`src/rtl/jitc_pkg.sv`:
```
package jitc_pkg;

  localparam int DATA_W     = 32;
  localparam int ERR_W      = 33;
  localparam int ACC_W      = 52;
  localparam int DIFF_W     = 42;
  localparam int MUL_A_W    = 18;
  localparam int MUL_B_W    = 33;
  localparam int PROD_W     = 51;
  localparam int GAIN_W     = 9;
  localparam int GAIN_REG_W = 63;
  localparam int ALPHA_W    = 17;
  localparam int LIMIT_W    = 31;
  localparam int JOINT_W    = 3;
  localparam int APB_ADDR_W = 6;
  localparam int APB_DATA_W = 64;
  localparam int FILT_SHIFT = 16;
  localparam int TQ_SHIFT   = 12;

  localparam logic [ALPHA_W-1:0]    ALPHA_ONE   = 17'd65536;
  localparam logic [ALPHA_W-1:0]    ALPHA_RST   = 17'd6554;
  localparam logic [LIMIT_W-1:0]    STEP_RST    = 31'd3355443;
  localparam logic [LIMIT_W-1:0]    TCHG_RST    = 31'd65536;
  localparam logic [GAIN_REG_W-1:0] KGAIN_RST   = 63'd362052706524277910;
  localparam logic [GAIN_REG_W-1:0] DGAIN_RST   = 63'd867514706590556400;

  localparam logic signed [ACC_W-1:0] FILT_ROUND = 52'sd32768;
  localparam logic signed [ACC_W-1:0] TQ_ROUND   = 52'sd2048;
  localparam logic signed [ACC_W-1:0] SAT_HI     = ACC_W'(33'sh0_7FFF_FFFF);
  localparam logic signed [ACC_W-1:0] SAT_LO     = ACC_W'(33'sh1_8000_0000);

  typedef enum logic [1:0] {
    KIND_TORQUE = 2'd0,
    KIND_ACCEPT = 2'd1,
    KIND_REJECT = 2'd2
  } kind_t;

  typedef enum logic [2:0] {
    REG_ALPHA = 3'd0,
    REG_STEP  = 3'd1,
    REG_TCHG  = 3'd2,
    REG_KGAIN = 3'd3,
    REG_DGAIN = 3'd4
  } reg_idx_t;

  typedef enum logic [3:0] {
    S_IDLE,
    S_LOAD,
    S_F1,
    S_F2,
    S_F3,
    S_T1,
    S_T2,
    S_T3,
    S_T4,
    S_CHK_RD,
    S_CHK_EV,
    S_CPY_RD,
    S_CPY_WR,
    S_REPLY
  } state_t;

  typedef struct packed {
    logic [DATA_W-1:0] des;
    logic [DATA_W-1:0] meas;
    logic [DATA_W-1:0] fv;
    logic [DATA_W-1:0] lt;
  } joint_word_t;

endpackage

```
`src/rtl/jitc_if.sv`:
```
interface jitc_in_if
  import jitc_pkg::*;
();
  logic                     valid;
  logic                     ready;
  logic                     mode;
  logic [JOINT_W-1:0]       joint;
  logic                     last;
  logic signed [DATA_W-1:0] position;
  logic signed [DATA_W-1:0] velocity;
  logic signed [DATA_W-1:0] coriolis;

  modport source (output valid, mode, joint, last, position, velocity, coriolis, input ready);
  modport sink (input valid, mode, joint, last, position, velocity, coriolis, output ready);
endinterface

interface jitc_out_if
  import jitc_pkg::*;
();
  logic                     valid;
  logic                     ready;
  kind_t                    kind;
  logic [JOINT_W-1:0]       joint_out;
  logic signed [DATA_W-1:0] torque;

  modport source (output valid, kind, joint_out, torque, input ready);
  modport sink (input valid, kind, joint_out, torque, output ready);
endinterface

```
`src/rtl/jitc_ram.sv`:
```
module jitc_ram #(
  parameter int WIDTH = 32,
  parameter int DEPTH = 8
) (
  input  logic                                  clk,
  input  logic                                  we,
  input  logic [((DEPTH > 1) ? $clog2(DEPTH) : 1)-1:0] waddr,
  input  logic [WIDTH-1:0]                      wdata,
  input  logic [((DEPTH > 1) ? $clog2(DEPTH) : 1)-1:0] raddr,
  output logic [WIDTH-1:0]                      rdata
);
  logic [WIDTH-1:0] mem [DEPTH];

  always_ff @(posedge clk) begin
    if (we) begin
      mem[waddr] <= wdata;
    end
    rdata <= mem[raddr];
  end
endmodule

```
`src/rtl/joint_impedance_torque_controller.sv`:
```
// joint impedance torque controller
// in_if carries joint items. mode 1 is a measurement sample for one joint; for a
// joint in range the block filters its velocity, forms stiffness and damping torque
// plus coriolis, slew limits against the last command and returns one torque result.
// mode 0 items stage a target position per joint; the item marked last returns
// one accept or reject result. out_if carries the results; the APB port holds
// the filter weight, step limit, torque slew limit and the packed gains.
// a sample runs from its transfer through one read of the joint memory, a shared
// 18x33 multiplier used four times in sequence, then the slew clamp, the write back
// and the load of the result register. in_if.ready is high only between items.
// a target element not marked last gives no result. a final element of a
// complete set runs a read/compare pass and then a copy pass over the joint memory,
// with a read and an evaluate or write state per joint; a failed compare ends early.
// a result waits in the output register while the receiver stalls; the next
// item is still taken, and a later result waits until the register is free.
// reset clears all joint state, staging and the started flags, and loads the
// register reset values; no clearing pass is needed.
module joint_impedance_torque_controller
  import jitc_pkg::*;
#(
  parameter int JOINTS = 7
) (
  input  logic                  clk,
  input  logic                  rst_n,
  jitc_in_if.sink               in_if,
  jitc_out_if.source            out_if,
  input  logic                  psel,
  input  logic                  penable,
  input  logic                  pwrite,
  input  logic [APB_ADDR_W-1:0] paddr,
  input  logic [APB_DATA_W-1:0] pwdata,
  output logic [APB_DATA_W-1:0] prdata,
  output logic                  pready
);
  localparam int JW     = (JOINTS > 1) ? $clog2(JOINTS) : 1;
  localparam int JXW    = JW + JOINT_W;
  localparam int WORD_W = $bits(joint_word_t);
  localparam logic [JOINTS-1:0] ALL_MASK = {JOINTS{1'b1}};
  localparam logic [JXW-1:0]    JOINTS_X = JXW'(JOINTS);
  localparam logic [JW-1:0]     LAST_IDX = JW'(JOINTS - 1);

  function automatic logic signed [DATA_W-1:0] sat32(input logic signed [ACC_W-1:0] x);
    logic signed [DATA_W-1:0] r;
    if (x > SAT_HI) begin
      r = 32'sh7FFF_FFFF;
    end else if (x < SAT_LO) begin
      r = 32'sh8000_0000;
    end else begin
      r = x[DATA_W-1:0];
    end
    return r;
  endfunction

  // configuration registers
  logic [ALPHA_W-1:0]    alpha_r;
  logic [LIMIT_W-1:0]    step_r;
  logic [LIMIT_W-1:0]    tchg_r;
  logic [GAIN_REG_W-1:0] kgain_r;
  logic [GAIN_REG_W-1:0] dgain_r;
  logic                  cfg_wr;
  reg_idx_t              cfg_idx;

  assign pready  = 1'b1;
  assign cfg_wr  = psel && penable && pwrite;
  assign cfg_idx = reg_idx_t'(paddr[APB_ADDR_W-1:3]);

  always_ff @(posedge clk) begin
    if (!rst_n) begin
      alpha_r <= ALPHA_RST;
      step_r  <= STEP_RST;
      tchg_r  <= TCHG_RST;
      kgain_r <= KGAIN_RST;
      dgain_r <= DGAIN_RST;
    end else if (cfg_wr) begin
      unique case (cfg_idx)
        REG_ALPHA: alpha_r <= pwdata[ALPHA_W-1:0];
        REG_STEP:  step_r  <= pwdata[LIMIT_W-1:0];
        REG_TCHG:  tchg_r  <= pwdata[LIMIT_W-1:0];
        REG_KGAIN: kgain_r <= pwdata[GAIN_REG_W-1:0];
        REG_DGAIN: dgain_r <= pwdata[GAIN_REG_W-1:0];
        default: ;
      endcase
    end
  end

  always_comb begin
    unique case (cfg_idx)
      REG_ALPHA: prdata = APB_DATA_W'(alpha_r);
      REG_STEP:  prdata = APB_DATA_W'(step_r);
      REG_TCHG:  prdata = APB_DATA_W'(tchg_r);
      REG_KGAIN: prdata = APB_DATA_W'(kgain_r);
      REG_DGAIN: prdata = APB_DATA_W'(dgain_r);
      default:   prdata = '0;
    endcase
  end

  // control and datapath registers
  state_t                   state_r, state_nxt;
  logic [JW-1:0]            addr_r, addr_nxt;
  logic [JOINT_W-1:0]       jr_r, jr_nxt;
  logic signed [DATA_W-1:0] pos_r, pos_nxt;
  logic signed [DATA_W-1:0] vel_r, vel_nxt;
  logic signed [DATA_W-1:0] cor_r, cor_nxt;
  logic signed [DATA_W-1:0] des_r, des_nxt;
  logic signed [DATA_W-1:0] fv_r, fv_nxt;
  logic signed [DATA_W-1:0] lt_r, lt_nxt;
  logic signed [ERR_W-1:0]  err_r, err_nxt;
  logic signed [ACC_W-1:0]  acc_r, acc_nxt;
  logic signed [DIFF_W-1:0] diff_r, diff_nxt;
  logic signed [DIFF_W-1:0] dc_r, dc_nxt;
  kind_t                    reply_kind_r, reply_kind_nxt;
  logic [JOINTS-1:0]        joint_started_r, joint_started_nxt;
  logic [JOINTS-1:0]        staged_seen_r, staged_seen_nxt;
  logic                     staged_bad_r, staged_bad_nxt;
  logic [JOINTS-1:0]        a_valid_r, a_valid_nxt;
  logic                     out_valid_r, out_valid_nxt;
  kind_t                    out_kind_r, out_kind_nxt;
  logic [JOINT_W-1:0]       out_joint_r, out_joint_nxt;
  logic signed [DATA_W-1:0] out_torque_r, out_torque_nxt;

  // input decode
  logic [JXW-1:0] in_jx;
  logic [JW-1:0]  in_jidx;
  logic           in_jok;
  logic           in_acc;
  logic           slot_free;

  assign in_jx       = JXW'(in_if.joint);
  assign in_jidx     = in_jx[JW-1:0];
  assign in_jok      = in_jx < JOINTS_X;
  assign in_if.ready = (state_r == S_IDLE);
  assign in_acc      = in_if.valid && in_if.ready;
  assign slot_free   = !out_valid_r || out_if.ready;

  assign out_if.valid     = out_valid_r;
  assign out_if.kind      = out_kind_r;
  assign out_if.joint_out = out_joint_r;
  assign out_if.torque    = out_torque_r;

  // joint state memory and staged target memory
  logic              a_we;
  joint_word_t       a_wdata;
  logic [WORD_W-1:0] a_rdata;
  joint_word_t       a_word;
  logic              b_we;
  logic [DATA_W-1:0] b_rdata;
  logic [JW-1:0]     raddr;

  assign raddr  = (state_r == S_IDLE) ? in_jidx : addr_r;
  assign a_word = a_valid_r[addr_r] ? joint_word_t'(a_rdata) : '0;

  jitc_ram #(
    .WIDTH (WORD_W),
    .DEPTH (JOINTS)
  ) u_joint_mem (
    .clk   (clk),
    .we    (a_we),
    .waddr (addr_r),
    .wdata (a_wdata),
    .raddr (raddr),
    .rdata (a_rdata)
  );

  jitc_ram #(
    .WIDTH (DATA_W),
    .DEPTH (JOINTS)
  ) u_target_mem (
    .clk   (clk),
    .we    (b_we),
    .waddr (in_jidx),
    .wdata (in_if.position),
    .raddr (raddr),
    .rdata (b_rdata)
  );

  // gains and limits
  logic [GAIN_REG_W+GAIN_W-1:0] kg_ext, dg_ext;
  logic [6:0]                   gsh;
  logic [GAIN_W-1:0]            kg, dg;
  logic [ALPHA_W-1:0]           alpha_eff, alpha_om;
  logic signed [DIFF_W-1:0]     lim_x;
  logic signed [ERR_W-1:0]      step_x;

  assign kg_ext    = {{GAIN_W{1'b0}}, kgain_r};
  assign dg_ext    = {{GAIN_W{1'b0}}, dgain_r};
  assign gsh       = 7'(jr_r) * 7'd9;
  assign kg        = kg_ext[gsh +: GAIN_W];
  assign dg        = dg_ext[gsh +: GAIN_W];
  assign alpha_eff = (alpha_r > ALPHA_ONE) ? ALPHA_ONE : alpha_r;
  assign alpha_om  = ALPHA_ONE - alpha_eff;
  assign lim_x     = $signed(DIFF_W'(tchg_r));
  assign step_x    = $signed(ERR_W'(step_r));

  // shared multiplier
  logic signed [MUL_A_W-1:0] mul_a;
  logic signed [MUL_B_W-1:0] mul_b;
  logic signed [PROD_W-1:0]  prod;
  logic signed [ACC_W-1:0]   prod_x;

  always_comb begin
    unique case (state_r)
      S_F1: begin
        mul_a = $signed({1'b0, alpha_om});
        mul_b = MUL_B_W'(fv_r);
      end
      S_F2: begin
        mul_a = $signed({1'b0, alpha_eff});
        mul_b = MUL_B_W'(vel_r);
      end
      S_F3: begin
        mul_a = $signed({{(MUL_A_W-GAIN_W){1'b0}}, kg});
        mul_b = err_r;
      end
      default: begin
        mul_a = $signed({{(MUL_A_W-GAIN_W){1'b0}}, dg});
        mul_b = MUL_B_W'(fv_r);
      end
    endcase
  end

  assign prod   = mul_a * mul_b;
  assign prod_x = ACC_W'(prod);

  // sequencer
  logic signed [DATA_W-1:0] des_new;
  logic signed [ERR_W-1:0]  chk_d;
  logic signed [DATA_W-1:0] tq;
  logic [JOINTS-1:0]        seen_v;
  logic                     bad_v;

  assign des_new = joint_started_r[addr_r] ? $signed(a_word.des) : pos_r;
  assign chk_d   = ERR_W'($signed(b_rdata)) - ERR_W'($signed(a_word.meas));
  assign tq      = sat32(ACC_W'(lt_r) + ACC_W'(dc_r));

  always_comb begin
    state_nxt         = state_r;
    addr_nxt          = addr_r;
    jr_nxt            = jr_r;
    pos_nxt           = pos_r;
    vel_nxt           = vel_r;
    cor_nxt           = cor_r;
    des_nxt           = des_r;
    fv_nxt            = fv_r;
    lt_nxt            = lt_r;
    err_nxt           = err_r;
    acc_nxt           = acc_r;
    diff_nxt          = diff_r;
    dc_nxt            = dc_r;
    reply_kind_nxt    = reply_kind_r;
    joint_started_nxt = joint_started_r;
    staged_seen_nxt   = staged_seen_r;
    staged_bad_nxt    = staged_bad_r;
    a_valid_nxt       = a_valid_r;
    out_valid_nxt     = out_valid_r && !out_if.ready;
    out_kind_nxt      = out_kind_r;
    out_joint_nxt     = out_joint_r;
    out_torque_nxt    = out_torque_r;
    a_we              = 1'b0;
    a_wdata           = a_word;
    b_we              = 1'b0;
    seen_v            = staged_seen_r;
    bad_v             = staged_bad_r;

    unique case (state_r)
      S_IDLE: begin
        if (in_acc) begin
          jr_nxt   = in_if.joint;
          pos_nxt  = in_if.position;
          vel_nxt  = in_if.velocity;
          cor_nxt  = in_if.coriolis;
          addr_nxt = in_jidx;
          if (in_if.mode) begin
            if (in_jok) begin
              state_nxt = S_LOAD;
            end
          end else begin
            if (in_jok) begin
              b_we   = 1'b1;
              seen_v = staged_seen_r | (JOINTS'(1) << in_jidx);
            end else begin
              bad_v = 1'b1;
            end
            staged_seen_nxt = seen_v;
            staged_bad_nxt  = bad_v;
            if (in_if.last) begin
              addr_nxt = '0;
              if (seen_v == ALL_MASK && !bad_v) begin
                state_nxt = S_CHK_RD;
              end else begin
                reply_kind_nxt = KIND_REJECT;
                state_nxt      = S_REPLY;
              end
            end
          end
        end
      end
      S_LOAD: begin
        des_nxt = des_new;
        fv_nxt  = $signed(a_word.fv);
        lt_nxt  = $signed(a_word.lt);
        err_nxt = ERR_W'(des_new) - ERR_W'(pos_r);
        joint_started_nxt[addr_r] = 1'b1;
        state_nxt = S_F1;
      end
      S_F1: begin
        acc_nxt   = prod_x + FILT_ROUND;
        state_nxt = S_F2;
      end
      S_F2: begin
        acc_nxt   = acc_r + prod_x;
        state_nxt = S_F3;
      end
      S_F3: begin
        fv_nxt    = sat32(acc_r >>> FILT_SHIFT);
        acc_nxt   = (prod_x <<< 4) + (ACC_W'(cor_r) <<< TQ_SHIFT) + TQ_ROUND;
        state_nxt = S_T1;
      end
      S_T1: begin
        acc_nxt   = acc_r - prod_x;
        state_nxt = S_T2;
      end
      S_T2: begin
        diff_nxt  = DIFF_W'(acc_r >>> TQ_SHIFT) - DIFF_W'(lt_r);
        state_nxt = S_T3;
      end
      S_T3: begin
        priority if (diff_r > lim_x) begin
          dc_nxt = lim_x;
        end else if (diff_r < -lim_x) begin
          dc_nxt = -lim_x;
        end else begin
          dc_nxt = diff_r;
        end
        state_nxt = S_T4;
      end
      S_T4: begin
        if (slot_free) begin
          a_we                = 1'b1;
          a_wdata             = {des_r, pos_r, fv_r, tq};
          a_valid_nxt[addr_r] = 1'b1;
          out_valid_nxt       = 1'b1;
          out_kind_nxt        = KIND_TORQUE;
          out_joint_nxt       = jr_r;
          out_torque_nxt      = tq;
          state_nxt           = S_IDLE;
        end
      end
      S_CHK_RD: begin
        state_nxt = S_CHK_EV;
      end
      S_CHK_EV: begin
        priority if (chk_d > step_x || chk_d < -step_x) begin
          reply_kind_nxt = KIND_REJECT;
          state_nxt      = S_REPLY;
        end else if (addr_r == LAST_IDX) begin
          addr_nxt  = '0;
          state_nxt = S_CPY_RD;
        end else begin
          addr_nxt  = addr_r + JW'(1);
          state_nxt = S_CHK_RD;
        end
      end
      S_CPY_RD: begin
        state_nxt = S_CPY_WR;
      end
      S_CPY_WR: begin
        a_we                = 1'b1;
        a_wdata.des         = b_rdata;
        a_valid_nxt[addr_r] = 1'b1;
        if (addr_r == LAST_IDX) begin
          reply_kind_nxt = KIND_ACCEPT;
          state_nxt      = S_REPLY;
        end else begin
          addr_nxt  = addr_r + JW'(1);
          state_nxt = S_CPY_RD;
        end
      end
      S_REPLY: begin
        if (slot_free) begin
          out_valid_nxt   = 1'b1;
          out_kind_nxt    = reply_kind_r;
          out_joint_nxt   = '0;
          out_torque_nxt  = '0;
          staged_seen_nxt = '0;
          staged_bad_nxt  = 1'b0;
          state_nxt       = S_IDLE;
        end
      end
      default: begin
        state_nxt = S_IDLE;
      end
    endcase
  end

  always_ff @(posedge clk) begin
    if (!rst_n) begin
      state_r         <= S_IDLE;
      joint_started_r <= '0;
      staged_seen_r   <= '0;
      staged_bad_r    <= 1'b0;
      a_valid_r       <= '0;
      out_valid_r     <= 1'b0;
    end else begin
      state_r         <= state_nxt;
      joint_started_r <= joint_started_nxt;
      staged_seen_r   <= staged_seen_nxt;
      staged_bad_r    <= staged_bad_nxt;
      a_valid_r       <= a_valid_nxt;
      out_valid_r     <= out_valid_nxt;
    end
  end

  always_ff @(posedge clk) begin
    addr_r       <= addr_nxt;
    jr_r         <= jr_nxt;
    pos_r        <= pos_nxt;
    vel_r        <= vel_nxt;
    cor_r        <= cor_nxt;
    des_r        <= des_nxt;
    fv_r         <= fv_nxt;
    lt_r         <= lt_nxt;
    err_r        <= err_nxt;
    acc_r        <= acc_nxt;
    diff_r       <= diff_nxt;
    dc_r         <= dc_nxt;
    reply_kind_r <= reply_kind_nxt;
    out_kind_r   <= out_kind_nxt;
    out_joint_r  <= out_joint_nxt;
    out_torque_r <= out_torque_nxt;
  end

  // checks
  a_torque_out: assert property (@(posedge clk) disable iff (!rst_n)
    (state_r == S_T4 && slot_free) |=>
      (out_if.valid && out_if.kind == KIND_TORQUE && out_if.joint_out == $past(jr_r)))
    else $error("torque result not loaded after write back");

  a_slew_bound: assert property (@(posedge clk) disable iff (!rst_n)
    (state_r == S_T4) |-> (dc_r <= lim_x && dc_r >= -lim_x))
    else $error("torque step outside slew limit");

  a_started_sticky: assert property (@(posedge clk) disable iff (!rst_n)
    rst_n |=> ((joint_started_r & $past(joint_started_r)) == $past(joint_started_r)))
    else $error("joint started flag cleared");

  a_copy_complete: assert property (@(posedge clk) disable iff (!rst_n)
    (state_r == S_CPY_WR) |-> (staged_seen_r == ALL_MASK && !staged_bad_r))
    else $error("target copied from incomplete set");

endmodule

```
`src/flat_wrapper.sv`:
```
// flat-port wrapper written by rule: the top's interface ports become plain ports
module joint_impedance_torque_controller_flat import jitc_pkg::*;
#(
  parameter int JOINTS = 7
)
  (clk, rst_n, psel, penable, pwrite, paddr, pwdata, prdata, pready, in_if_valid, in_if_mode, in_if_joint, in_if_last, in_if_position, in_if_velocity, in_if_coriolis, in_if_ready, out_if_valid, out_if_kind, out_if_joint_out, out_if_torque, out_if_ready);
  jitc_in_if in_if_i ();
  jitc_out_if out_if_i ();
  input  logic clk;
  input  logic rst_n;
  input  logic psel;
  input  logic penable;
  input  logic pwrite;
  input  logic [APB_ADDR_W-1:0] paddr;
  input  logic [APB_DATA_W-1:0] pwdata;
  output logic [APB_DATA_W-1:0] prdata;
  output logic pready;
  input wire logic [$bits(in_if_i.valid)-1:0] in_if_valid;
  input wire logic [$bits(in_if_i.mode)-1:0] in_if_mode;
  input wire logic [$bits(in_if_i.joint)-1:0] in_if_joint;
  input wire logic [$bits(in_if_i.last)-1:0] in_if_last;
  input wire logic [$bits(in_if_i.position)-1:0] in_if_position;
  input wire logic [$bits(in_if_i.velocity)-1:0] in_if_velocity;
  input wire logic [$bits(in_if_i.coriolis)-1:0] in_if_coriolis;
  output wire logic [$bits(in_if_i.ready)-1:0] in_if_ready;
  output wire logic [$bits(out_if_i.valid)-1:0] out_if_valid;
  output wire logic [$bits(out_if_i.kind)-1:0] out_if_kind;
  output wire logic [$bits(out_if_i.joint_out)-1:0] out_if_joint_out;
  output wire logic [$bits(out_if_i.torque)-1:0] out_if_torque;
  input wire logic [$bits(out_if_i.ready)-1:0] out_if_ready;
  assign in_if_i.valid = in_if_valid;
  assign in_if_i.mode = in_if_mode;
  assign in_if_i.joint = in_if_joint;
  assign in_if_i.last = in_if_last;
  assign in_if_i.position = in_if_position;
  assign in_if_i.velocity = in_if_velocity;
  assign in_if_i.coriolis = in_if_coriolis;
  assign in_if_ready = in_if_i.ready;
  assign out_if_valid = out_if_i.valid;
  assign out_if_kind = out_if_i.kind;
  assign out_if_joint_out = out_if_i.joint_out;
  assign out_if_torque = out_if_i.torque;
  assign out_if_i.ready = out_if_ready;
  joint_impedance_torque_controller #(.JOINTS(JOINTS)) u_core (.clk(clk), .rst_n(rst_n), .in_if(in_if_i), .out_if(out_if_i), .psel(psel), .penable(penable), .pwrite(pwrite), .paddr(paddr), .pwdata(pwdata), .prdata(prdata), .pready(pready));
endmodule
```
`config.mk`:
```
export PLATFORM = sky130hd
export DESIGN_NAME = joint_impedance_torque_controller_flat
export DESIGN_NICKNAME = d
export VERILOG_FILES = /design/src/rtl/jitc_pkg.sv /design/src/rtl/jitc_if.sv /design/src/rtl/jitc_ram.sv /design/src/rtl/joint_impedance_torque_controller.sv /design/src/flat_wrapper.sv
export SDC_FILE = /design/constraint.sdc
export NUM_CORES = 2
export LEC_CHECK = 0
export BUFFER_PORTS_ARGS = -buffer_cell sky130_fd_sc_hd__buf_2
export CORE_UTILIZATION = 40
export CTS_CLUSTER_DIAMETER = 120
export CTS_CLUSTER_SIZE = 40
export DETAILED_ROUTE_END_ITERATION = 16
export PLACE_DENSITY_LB_ADDON = 0.05
export SLEW_MARGIN = 20
export SYNTH_ARGS = -nofsm -noshare
export SYNTH_HDL_FRONTEND = slang
export SYNTH_SLANG_ARGS = --single-unit
```
`constraint.sdc`:
```
create_clock -name clk -period 39.4 [get_ports clk]
set_input_delay 1.97 -clock clk [delete_from_list [all_inputs] [get_ports clk]]
set_output_delay 1.97 -clock clk [all_outputs]
set_load 0.01 [all_outputs]
```
==> results list <==
- Mapped cell area: 0.112 mm²
- Buffers added to address setup during post-CTS repair amount to 0.
- In the routed design, unresolved DRC markers number 0.
- In this run the deepest clock path goes through 4 buffers.
- The post-route netlist has 8.71% of its cells at a drive strength greater than 1.
- DR WL/cell: 27.0 µm
- The via count of the first global-routing pass is 77500.
- Insertion delay to the later sink of the worst-skew pair: 0.90 ns
* HPWL after detailed placement: 272000 µm
* Sort of element at the start of the critical path: register
* Maximum clock frequency: 0.0659 GHz
- The average instance in the mapped netlist occupies 10.9 µm².
- The worst setup path is captured at a register.
- Max stage delay cell, worst path: sky130_fd_sc_hd__a22o_2
- After layout, the worst path uses 38.5% of the clock period.
- Port buffer count: 275
* FF-to-FF path depth: 44
- The first global-routing pass estimated 545000 µm of wire.
- Pin placement for this block handled 282 I/O pins.
- Setup violations remaining at the end of the flow were counted as 0.
- The largest single stage delay on the critical path is 0.85 ns.
* Most repeated cell in the gate-level netlist after synthesis: sky130_fd_sc_hd__nand2_1
- In this run the worst path has a maximum fanout of 53.
- Final max-slew violation count: 0
* Data arrival at the endpoint of the critical path: 15.70 ns
- Along the worst hold path, the cell count comes to 1.
* Required time of the critical path: 39.92 ns
* Worst min-delay path startpoint: u_core.joint_started_r[2]$_SDFFE_PN0P_
* Remaining global-route overflow: 0
* Class of the most critical hold timing path: register to register
* Root Buffer: sky130_fd_sc_hd__clkbuf_16
- Maximum level of the CTS H-tree: 3
- Area share of the largest cell type after synthesis: 41.0%
* Async SR Flop Fraction: 0%
* Top area cells in the synthesized netlist: sky130_fd_sc_hd__edfxtp_1, sky130_fd_sc_hd__fa_1, sky130_fd_sc_hd__dfxtp_1, sky130_fd_sc_hd__nand2_1, sky130_fd_sc_hd__ha_1
- Buffers inserted during clock tree synthesis total 75.
* Commonest cells in the synthesized netlist: sky130_fd_sc_hd__nand2_1, sky130_fd_sc_hd__edfxtp_1, sky130_fd_sc_hd__inv_1
- Clock slew at the register clock pins of the worst setup and hold paths: 0.13 ns
- Routed via count: 78600
* Global placer's final weighted congestion: 0.904
- Maximum number of pins on one net before global-route repair: 188
- Gr usage total: 26.6%
- The die is 530 µm tall.
- Synth Register Bits: 1917
- Die span in x: 530 µm
- In this run the remaining antenna-violating nets after routing total 0.
* Kind of critical path: register to register
- The die covers 0.281 mm².
- For this design, the sink count on the clock tree is 1917.
- Total wirelength of the detailed-routed design: 378000 µm
* Most Frequent Cell on Critical Path: sky130_fd_sc_hd__a21o_1
- The tool flagged a number of max-cap violations equal to 0.
* Number of nets in the synthesized netlist: 11400
- Between clock sinks in the finished design, the worst skew comes to 0.116 ns.
- Number of instances in the synthesized netlist: 10200
- During synthesis, Yosys emitted a total of 0 warnings.
- Hold buffer count at CTS: 0
- Core ar.: 0.277 mm²
- Drt pass-1 iters: 6
- Post-synthesis cell type count: 108
- In this run the core area contains 193 standard-cell rows.
* Area growth from synthesis to layout: 7.55%
* Via/cell ratio: 5.62
* Number of synthesized flops with an enable pin: 1525
- Cell type contributing the most total cell area after synthesis: sky130_fd_sc_hd__edfxtp_1
- Final-layout setup total negative slack: 0 ns
* Sequential area share after synthesis: 48.0%
- TritonCTS built the clock tree.
- Number of gates resized after CTS: 0
- Worst Max-Slew Pin Slew: 1.22 ns
- The worst path needs 15.18 ns of the cycle, external delays included.
- Initial standard-cell utilization of the core: 40.3%
* DRC marker count from the first detailed-route iteration: 6797
* Worst-case register-to-register setup slack: 24.22 ns
* Total number of nets in the final design: 11400
- Initial antenna violation count: 25
* Startpoint of the most critical register-to-register path: u_core.state_r[2]$_SDFFE_PN0P_
- Measured against its own limit, the worst slew margin works out to 17.8%.
- Primary flip-flop cell chosen by synthesis mapping: sky130_fd_sc_hd__edfxtp_1
- The run finished with clean final reports.
- The most critical setup path has its startpoint at u_core.state_r[2]$_SDFFE_PN0P_.
- The final count of hold timing violations was 0.
* Setup repair after global routing missed its margin: no
==> routing by layer <==
| layer | GRT usage, % | wire length, µm |
|---|---|---|
| met5 | 0 | 45 |
| met4 | 8.73 | 13800 |
| met3 | 3.16 | 21300 |
| met2 | 42.5 | 173000 |
| met1 | 37.4 | 170000 |
==> path summary, 6_finish.rpt <==
kind	end
worst min-delay path	u_core.joint_started_r[2]$_SDFFE_PN0P_
worst max-delay path	u_core.acc_r[49]$_DFFE_PP_
worst max register to register	u_core.acc_r[49]$_DFFE_PP_
worst min register to register	u_core.joint_started_r[2]$_SDFFE_PN0P_
==> logic make-up (layout without fill, tap and decap cells) <==
logic type | Yosys count | count (layout) | synth area share, %
adder cells (fa/ha/maj) | 1041 | 1041 | 15.3
AND/OR/NAND/NOR | 3006 | 3006 | 11.7
AO/OA/AOI/OAI | 2168 | 2168 | 12.4
buffers and inverters | 1413 | 1464 | 4.78
multiplexers | 264 | 264 | 4.51
XOR/XNOR | 402 | 402 | 3.20
other | 2 | 16 | 0.00672
flip-flops | 1917 | 1917 | 48.0
==> worst max-delay path, delay by kind of cell, from the launching register on <==
family                   cells  cell delay, ns
multiplexers                 2            0.47
buffers and inverters        6            2.07
adder cells (fa/ha/maj)      8            3.43
XOR/XNOR                     3            0.65
AO/OA/AOI/OAI               17            4.63
AND/OR/NAND/NOR              8            2.85
flip-flops                   1            0.59
==> cell type report <==
type	instances	area [µm²]
Tap cell	3705	4640
Fill cell	26600	157000
Sequential cell	1917	53600
Clock inverter	31	531
Inverter	905	3400
Timing Repair Buffer	428	2600
Multi-Input combinational cell	6883	53300
Antenna cell	14	35.0
Clock buffer	100	2020
==> sequential cells by signal, summed over array words and instances (netlist names), 17 cells and up <==
register / flops
u_core.acc_r: 52
u_core.alpha_r: 17
u_core.cor_r: 32
u_core.dc_r: 42
u_core.des_r: 32
u_core.dgain_r: 63
u_core.diff_r: 41
u_core.err_r: 33
u_core.fv_r: 32
u_core.kgain_r: 63
u_core.lt_r: 32
u_core.out_if.torque: 32
u_core.pos_r: 32
u_core.step_r: 31
u_core.tchg_r: 31
u_core.u_joint_mem.mem: 896
u_core.u_joint_mem.rdata: 128
u_core.u_target_mem.mem: 224
u_core.u_target_mem.rdata: 32
u_core.vel_r: 32
==> cells in the final DEF (no fill, tap or decap), types with 189 or more instances in the layout <==
cell and count:
sky130_fd_sc_hd__o21ai_0 476, sky130_fd_sc_hd__ha_1 499, sky130_fd_sc_hd__inv_1 900, sky130_fd_sc_hd__mux4_2 189, sky130_fd_sc_hd__edfxtp_1 1525, sky130_fd_sc_hd__dfxtp_1 391, sky130_fd_sc_hd__xnor2_1 256, sky130_fd_sc_hd__nor2_1 481
sky130_fd_sc_hd__fa_1 542, sky130_fd_sc_hd__nand2_1 1709, sky130_fd_sc_hd__a21oi_1 617, sky130_fd_sc_hd__buf_2 274
==> per-stage QoR <==
step / instances / util [%] / hold WS [ns] / cell area (µm²) / setup slack [ns]
after global placement: 13800 / 42.4 / 0.444 / 117000 / 24.43
after detailed placement: 13800 / 42.4 / 0.452 / 118000 / 24.36
after floorplan: 10200 / - / 0.435 / 112000 / 24.04
after CTS: 14000 / 43.3 / 0.484 / 120000 / 24.26
after global routing: 14000 / 43.3 / 0.491 / 120000 / 23.69
final: 14000 / 43.3 / 0.485 / 120000 / 24.22
Power is not shown: default switching activity piles up to over one toggle a cycle in this logic, so the estimate is an artifact.
